## config.mk

```make
export PLATFORM = sky130hd
export DESIGN_NAME = hcbp_packer
export DESIGN_NICKNAME = d
export VERILOG_FILES = /design/src/design/hcbp_pkg.sv /design/src/design/hcbp_packer.sv
export SDC_FILE = /design/constraint.sdc
export NUM_CORES = 1
export LEC_CHECK = 0
export BUFFER_PORTS_ARGS = -buffer_cell sky130_fd_sc_hd__buf_2
export CAP_MARGIN = 20
export CELL_PAD_IN_SITES_DETAIL_PLACEMENT = 1
export CELL_PAD_IN_SITES_GLOBAL_PLACEMENT = 1
export CORE_UTILIZATION = 41
export DETAILED_ROUTE_END_ITERATION = 8
export PLACE_DENSITY = 0.91
export SLEW_MARGIN = 20
export SYNTH_ARGS = -nofsm -noshare
export SYNTH_HDL_FRONTEND = slang
export SYNTH_SLANG_ARGS = --single-unit
export TNS_END_PERCENT = 100
```

## constraint.sdc

```tcl
create_clock -name i_clk -period 3.1 [get_ports i_clk]
set_input_delay 0 -clock i_clk [delete_from_list [all_inputs] [get_ports i_clk]]
set_output_delay 0 -clock i_clk [all_outputs]
set_load 0.01 [all_outputs]
```

## src/design/hcbp_pkg.sv

```systemverilog
// ----------------------------------------------------------------------------
// hcbp_pkg
// Shared constants, codes and types for the Huffman code bit packer.
// ----------------------------------------------------------------------------
package hcbp_pkg;

    localparam int SYMBOLS      = 256;
    localparam int MAX_CODE_LEN = 16;
    localparam int CODE_BITS    = 16;
    localparam int LEN_BITS     = 5;
    localparam int BYTE_BITS    = 8;
    localparam int ACC_BITS     = 7;
    localparam int HELD_BITS    = 3;

    localparam int SYM_W   = (SYMBOLS > 1) ? $clog2(SYMBOLS) : 1;
    localparam int ENTRY_W = LEN_BITS + CODE_BITS;
    localparam int VAL_W   = ACC_BITS + MAX_CODE_LEN;
    localparam int TOT_W   = $clog2(VAL_W + 1);

    typedef enum logic [1:0] {
        KIND_LOAD   = 2'd0,
        KIND_ENCODE = 2'd1,
        KIND_FLUSH  = 2'd2
    } t_kind;

    typedef enum logic [1:0] {
        ST_IDLE,
        ST_READ,
        ST_EMIT
    } t_state;

    typedef struct packed {
        logic               wr_en;
        logic               rd_en;
        logic [SYM_W-1:0]   addr;
        logic [ENTRY_W-1:0] wr_data;
    } t_ram_req;

endpackage

```

## src/design/hcbp_packer.sv

```systemverilog
// ----------------------------------------------------------------------------
// hcbp_packer
// Item sequencer, bit accumulator and output register. Drives the code table.
// ----------------------------------------------------------------------------
module hcbp_packer (
    input  logic                           i_clk,
    input  logic                           i_rst_n,
    input  logic                           i_valid,
    output logic                           o_stall,
    input  logic [1:0]                     i_kind,
    input  logic [7:0]                     i_symbol,
    input  logic [hcbp_pkg::CODE_BITS-1:0] i_code_word,
    input  logic [hcbp_pkg::LEN_BITS-1:0]  i_code_length,
    output hcbp_pkg::t_ram_req             o_ram_req,
    input  logic [hcbp_pkg::ENTRY_W-1:0]   i_ram_data,
    output logic                           o_valid,
    input  logic                           i_stall,
    output logic [7:0]                     o_packed_byte,
    output logic                           o_last
);
    import hcbp_pkg::*;

    t_state               r_state, n_state;
    logic [VAL_W-1:0]     r_value, n_value;
    logic [TOT_W-1:0]     r_total, n_total;
    logic [ACC_BITS-1:0]  r_acc;
    logic [HELD_BITS-1:0] r_held;
    logic                 r_out_valid;
    logic [7:0]           r_out_byte;
    logic                 r_out_last;

    logic                 accept;
    logic                 sym_ok;
    logic                 out_free;
    logic                 out_load;
    logic [7:0]           out_byte;
    logic                 out_last;
    logic                 acc_commit;
    logic                 acc_clear;

    logic [LEN_BITS-1:0]  len_sat;
    logic [CODE_BITS:0]   len_mask;
    logic [LEN_BITS-1:0]  rd_len;
    logic [VAL_W-1:0]     emit_shift;
    logic [2*BYTE_BITS-1:0] flush_shift;
    logic [ACC_BITS:0]    keep_mask;

    assign out_free = !r_out_valid || !i_stall;
    assign sym_ok   = ({1'b0, i_symbol} < 9'(SYMBOLS));
    assign accept   = i_valid && !o_stall;

    assign len_sat  = (i_code_length > LEN_BITS'(MAX_CODE_LEN)) ?
                      LEN_BITS'(MAX_CODE_LEN) : i_code_length;
    assign len_mask = (CODE_BITS+1)'((CODE_BITS+1)'(1) << len_sat) - (CODE_BITS+1)'(1);

    assign rd_len      = i_ram_data[ENTRY_W-1:CODE_BITS];
    assign emit_shift  = r_value >> (r_total - TOT_W'(BYTE_BITS));
    assign flush_shift = (2*BYTE_BITS)'(r_acc) << (5'(BYTE_BITS) - 5'(r_held));
    assign keep_mask   = (ACC_BITS+1)'((ACC_BITS+1)'(1) << r_total[HELD_BITS-1:0])
                         - (ACC_BITS+1)'(1);

    always_comb begin
        n_state = r_state;
        case (r_state)
            ST_IDLE: begin
                if (accept && i_kind == KIND_ENCODE && sym_ok) begin
                    n_state = ST_READ;
                end
            end
            ST_READ: begin
                n_state = ST_EMIT;
            end
            ST_EMIT: begin
                if (r_total < TOT_W'(BYTE_BITS)) begin
                    n_state = ST_IDLE;
                end
            end
            default: begin
                n_state = ST_IDLE;
            end
        endcase
    end

    always_comb begin
        o_stall           = 1'b1;
        o_ram_req.wr_en   = 1'b0;
        o_ram_req.rd_en   = 1'b0;
        o_ram_req.addr    = i_symbol[SYM_W-1:0];
        o_ram_req.wr_data = {len_sat, i_code_word & len_mask[CODE_BITS-1:0]};
        out_load          = 1'b0;
        out_byte          = emit_shift[7:0];
        out_last          = 1'b0;
        acc_commit        = 1'b0;
        acc_clear         = 1'b0;
        n_value           = r_value;
        n_total           = r_total;
        case (r_state)
            ST_IDLE: begin
                o_stall = (i_kind == KIND_FLUSH) && !out_free;
                if (accept) begin
                    case (i_kind)
                        KIND_LOAD: begin
                            o_ram_req.wr_en = sym_ok;
                        end
                        KIND_ENCODE: begin
                            o_ram_req.rd_en = sym_ok;
                        end
                        KIND_FLUSH: begin
                            out_load  = 1'b1;
                            out_byte  = flush_shift[7:0];
                            out_last  = 1'b1;
                            acc_clear = 1'b1;
                        end
                        default: begin
                        end
                    endcase
                end
            end
            ST_READ: begin
                n_value = (VAL_W'(r_acc) << rd_len) | VAL_W'(i_ram_data[CODE_BITS-1:0]);
                n_total = TOT_W'(r_held) + TOT_W'(rd_len);
            end
            ST_EMIT: begin
                if (r_total >= TOT_W'(BYTE_BITS)) begin
                    if (out_free) begin
                        out_load = 1'b1;
                        n_total  = r_total - TOT_W'(BYTE_BITS);
                    end
                end else begin
                    acc_commit = 1'b1;
                end
            end
            default: begin
            end
        endcase
    end

    always_ff @(posedge i_clk) begin
        if (!i_rst_n) begin
            r_state     <= ST_IDLE;
            r_acc       <= '0;
            r_held      <= '0;
            r_out_valid <= 1'b0;
        end else begin
            r_state <= n_state;
            if (acc_clear) begin
                r_acc  <= '0;
                r_held <= '0;
            end else if (acc_commit) begin
                r_acc  <= r_value[ACC_BITS-1:0] & keep_mask[ACC_BITS-1:0];
                r_held <= r_total[HELD_BITS-1:0];
            end
            if (out_load) begin
                r_out_valid <= 1'b1;
            end else if (!i_stall) begin
                r_out_valid <= 1'b0;
            end
        end
    end

    always_ff @(posedge i_clk) begin
        r_value <= n_value;
        r_total <= n_total;
        if (out_load) begin
            r_out_byte <= out_byte;
            r_out_last <= out_last;
        end
    end

    assign o_valid       = r_out_valid;
    assign o_packed_byte = r_out_byte;
    assign o_last        = r_out_last;

endmodule

```

### Word-level counts from Yosys, hierarchy flattened

Index checks and enable logic that the tools add are counted.

* add/sub/neg operators: 5
* order comparisons: 3
* eq/ne operators: 9
* shifts and indexed selects: 5
* muxes and demuxes: 25
* bitwise operators: 4
* reductions and logical operators: 14

Operators by type and width (number)
* $mux 8: 3
* $or 23x16->23: 1
* $shl 7x5->23: 1
* $shr 23x5->8: 1
* $and 16x16->16: 1
* $shl 1x5->16 const A: 1
* $sub 16x2->16 const B: 1
* $mux 5: 3
* $mux 1: 12
* $pmux 5 s2: 1
* $mux 2: 4
* $ne 2x2->1 const B: 4
* $shl 7x5->8: 1
* $and 7x7->7: 1
* $shl 1x3->7 const A: 1
* $sub 7x2->7 const B: 1
* $pmux 2 s3: 1
* $add 3x5->5: 1
* $ge 5x4->1 const B: 1
* $gt 5x5->1 const B: 1
* $lt 5x4->1 const B: 1
* $sub 4x3->5 const A: 1
* $sub 5x4->5 const B: 1
* $eq 2x1->1 const B: 2
* 12 further kinds: 19

* register bits after elaboration: 50
* input bits: 56
* output and inout bits: 42
* word-level logic and storage cells: 73

### Logic depth before layout (Yosys ltp)

* word-level depth: 10
* mapped depth: 11
* depth with buffers taken out: 8

### Worst setup path after synthesis

Ideal clock, no wire load.

* kind: register to register
* start: reg r_held[0]
* end: reg r_out_byte[5] (netlist: o_packed_byte[5]) (data pin)
* library setup time: 159 ps
* arrival time: 2048 ps
* data required time: 2941 ps
* slack: 893 ps
* cell stages (with the launch flop): 10
* path buffers: 2
* period minus slack after synthesis: 2207 ps
* path through: dfxtp_1 -> clkbuf_1 -> buf_2 -> inv_1 -> ha_1 -> xor2_1 -> mux2_2 -> o21ai_0 -> nand2b_1 -> a22oi_1

* longest elaborated chain between the ends: 5

Ends and longest elaborated chain
* start: declaration: line hcbp_packer.sv:27 `logic [HELD_BITS-1:0] r_held;`
* start signal: assignment: line hcbp_packer.sv:151 `r_held <= r_total[HELD_BITS-1:0];`
* $sub 4x3->5: line hcbp_packer.sv:58 `assign flush_shift = (2*BYTE_BITS)'(r_acc) << (5'(BYTE_BITS) - 5'(r_held));`
* $shl 7x5->8: line hcbp_packer.sv:58
* $mux 8: line hcbp_packer.sv:101 `case (i_kind)`
* $mux 8: line hcbp_packer.sv:100 `if (accept) begin`
* $mux 8: line hcbp_packer.sv:97 `case (r_state)`
* net out_byte[5]: line hcbp_packer.sv:36 `logic [7:0] out_byte;`
* end signal: assignment: line hcbp_packer.sv:165 `r_out_byte <= out_byte;`
* end: declaration: line hcbp_packer.sv:29 `logic [7:0] r_out_byte;`

The timed path passes the listed nets, and every way through them passes these cells.
A chain may end at the register's enable or synchronous reset.

### Worst setup path in the final report

* start: reg r_held[0]
* end: reg r_out_byte[6] (netlist: o_packed_byte[6]) (data pin)

Same word-level chain as after synthesis.

==> flow_metrics.tcl <==
set metrics [dict create \
    min_period_ns 2.67 \
    maxCapViolCount 0 \
    synthArstFlopShare_pct 0 \
    synthTopCellsByCount "nand2_1 (49), edfxtp_1 (37), nor2_1 (28)" \
    clock_latency_ns 0.32 \
    place.detailed.hpwl_um 10100 \
    htreeDepth 2 \
    boundaryPins 98 \
    ys_ff_latch 50 \
    worst_r2r_path_depth 7 \
    wl_per_cell_um 20.4 \
    io_buffers 81 \
    relSlewSlack_pct 32.9 \
    synth_top_area_cell "edfxtp_1" \
    holdBufCountCts 16 \
    die_h_um 102 \
    clockBufferDepth 2 \
    slew_violations 0 \
    grt_max_degree 27 \
    leakage_nw 1.84 \
    gp_congestion 0.927 \
    cp-end-kind "register" \
    ir_worst_vdd_mv 0.173 \
    rows 36 \
    clkTransAtPathRegs_ns 0.10 \
    hold_class "in -> out" \
    r2r_slack_ns 0.43 \
    first_iter_violations 205 \
    worstPathArrival_ns 2.74 \
    holdWs_ns 0.00000444 \
    fmax_ghz 0.374 \
    antenna_found_initial 0 \
    ys_seq_area_share_pct 33.3 \
    crit_type "reg -> reg" \
    start_util_pct 42.3 \
    fill_cells 1182 \
    grt_pass1_wl_um 20600 \
    startpoint_type "register" \
    pre_cts_ws_ns 0.476 \
    first_pass_iters 4 \
    ys_dominant_reg_cell "edfxtp_1" \
    tightest_slew_ns 1.01 \
    post-route-period-util_pct 86.2 \
    setup_violations 0 \
    cts.sinks 50 \
    cts_made_buffers 5 \
    ctsResizeCount 0 \
    synth.avg_cell_area_um2 9.10 \
    fin_skew_ns 0.0110 \
    via_per_inst 5.85 \
    gr-total-overflow 0 \
    diodes 0 \
    vias 3825 \
    synthToLayoutAreaGrowth_pct 15.8 \
    grt_pass1_vias 3907 \
    reg2reg_to "o_packed_byte[6]" \
    required_ns 3.17 \
    wl_met3_um 649 \
    grt_setup_unrepaired "false" \
    synth_area_leaders "edfxtp_1 (27%), mux2i_1 (6.6%), mux4_2 (6.6%)" \
    synth_cell_type_count 52 \
    synth_most_common_cell "nand2_1" \
    final_hold_viol_count 0 \
    wl_met1_um 5350 \
    cts_tree "yes" \
    synth_area_um2 4120 \
    status "completed" \
    top_layer "met4" \
    fin_nets 584 \
    setup_ws_ns 0.427 \
    dieArea_um2 10400 \
    dieWidth_um 102 \
    min-delay-start "i_symbol[1]" \
    holdPathStages 0 \
    final_antenna_net_count 0 \
    wirelength_um 13300 \
    yosys_warnings 0 \
    path_max_fanout 15 \
    power_density_nw_per_um2 301 \
    met2_length_um 6890 \
    drive_above_1_share_pct 25.5 \
    syn_nets 516 \
    holdPathEnd "o_ram_req[22]" \
    post_cts_buffers 0 \
    synth_cells 452 \
    core_um2 9730 \
    synth.top_cell.area_share_pct 27.0 \
    cts_root_buffer "clkbuf_8" \
    crit_start "r_held[0]" \
    synth_edf_count 37 \
    finalSetupTns_ns 0 \
    grt.total_usage_pct 26.2 \
    drc_errors 0 \
    reg2reg_from "r_held[0]" \
]
-- flip-flops by register name (all words and copies together) (netlist names) --
register       count
o_last             1
o_packed_byte      8
o_valid            1
r_acc              7
r_held             3
r_state            2
r_total            5
r_value           23
-- report_power, final --
part / internal (mW) / total, mW / switching (mW)
registers: 0.735 / 0.748 / 0.0133
clock network: 0.160 / 0.407 / 0.248
logic: 0.124 / 0.277 / 0.153
total: 1.02 / 1.43 / 0.414
-- metal layers --
metal / vias up / global-route usage (%)
met5: - / 0
met4: 0 / 9.12
met3: 38 / 3.63
met2: 128 / 46.1
met1: 1875 / 32.8
li1: 1784 / -
-- critical path, stage by stage, from the launching register on --
cell and delay (ns):
dfxtp_1 0.69, inv_1 0.20, ha_1 0.60, mux2i_1 0.31
o22ai_1 0.15, mux2i_1 0.17, o21ai_0 0.15, o21a_1 0.16
-- layout by cell type (no fill, tap or decap), types with 8 or more instances in the layout --
cell	count
a21oi_1	26
a31oi_1	8
and2_1	8
buf_2	81
dfxtp_1	13
dlygate4sd3_1	16
edfxtp_1	37
inv_1	12
mux2_2	20
mux2i_1	27
mux4_2	12
nand2_1	49
nand2b_1	8
nand3_1	12
nor2_1	27
nor2b_1	26
nor3_1	10
o21ai_0	18
o21bai_1	13
-- worst max path at each step --
stage / endpoint / slack, ns / depth (start not counted)
global route: o_packed_byte[6] / 0.22 / 7
floorplan: o_packed_byte[5] / 0.89 / 9
detailed placement: o_packed_byte[7] / 0.48 / 6
global placement: o_packed_byte[7] / 0.64 / 6
CTS: o_packed_byte[6] / 0.48 / 7
finish: o_packed_byte[6] / 0.43 / 7
-- logic make-up (layout without fill, tap and decap cells) --
family / after synthesis / in the layout / share of synthesized area (%)
xor+xnor: 7 / 7 / 1.49
flops: 50 / 50 / 33.3
compound gates: 114 / 114 / 18.2
simple gates: 158 / 158 / 18.9
fa+ha+maj: 8 / 8 / 2.61
buf+inv: 55 / 124 / 6.57
mux: 60 / 60 / 19.0
-- stage by stage --
stage	instances	instance area [um^2]	total power, mW	util [%]
2_1_floorplan	452	4120	0.933	-
3_3_place_gp	630	4510	1.01	46.3
3_5_place_dp	630	4510	1.02	46.3
4_1_cts	654	4760	1.42	48.9
5_1_grt	654	4760	1.48	49.0
6_report	654	4760	1.43	49.0
-- cell type report --
cell class                 count  area (um^2)  share of cell area [%]
multi-input combinational    347         2480                    52.1
tap                          133          166                    3.49
timing repair buffer         102          603                    12.7
inverter                      14         52.6                    1.10
sequential                    50         1370                    28.8
clock inverter                 3         21.3                   0.446
clock buffer                   5         68.8                    1.44
No activity file was read; power rests on OpenSTA's default activity.
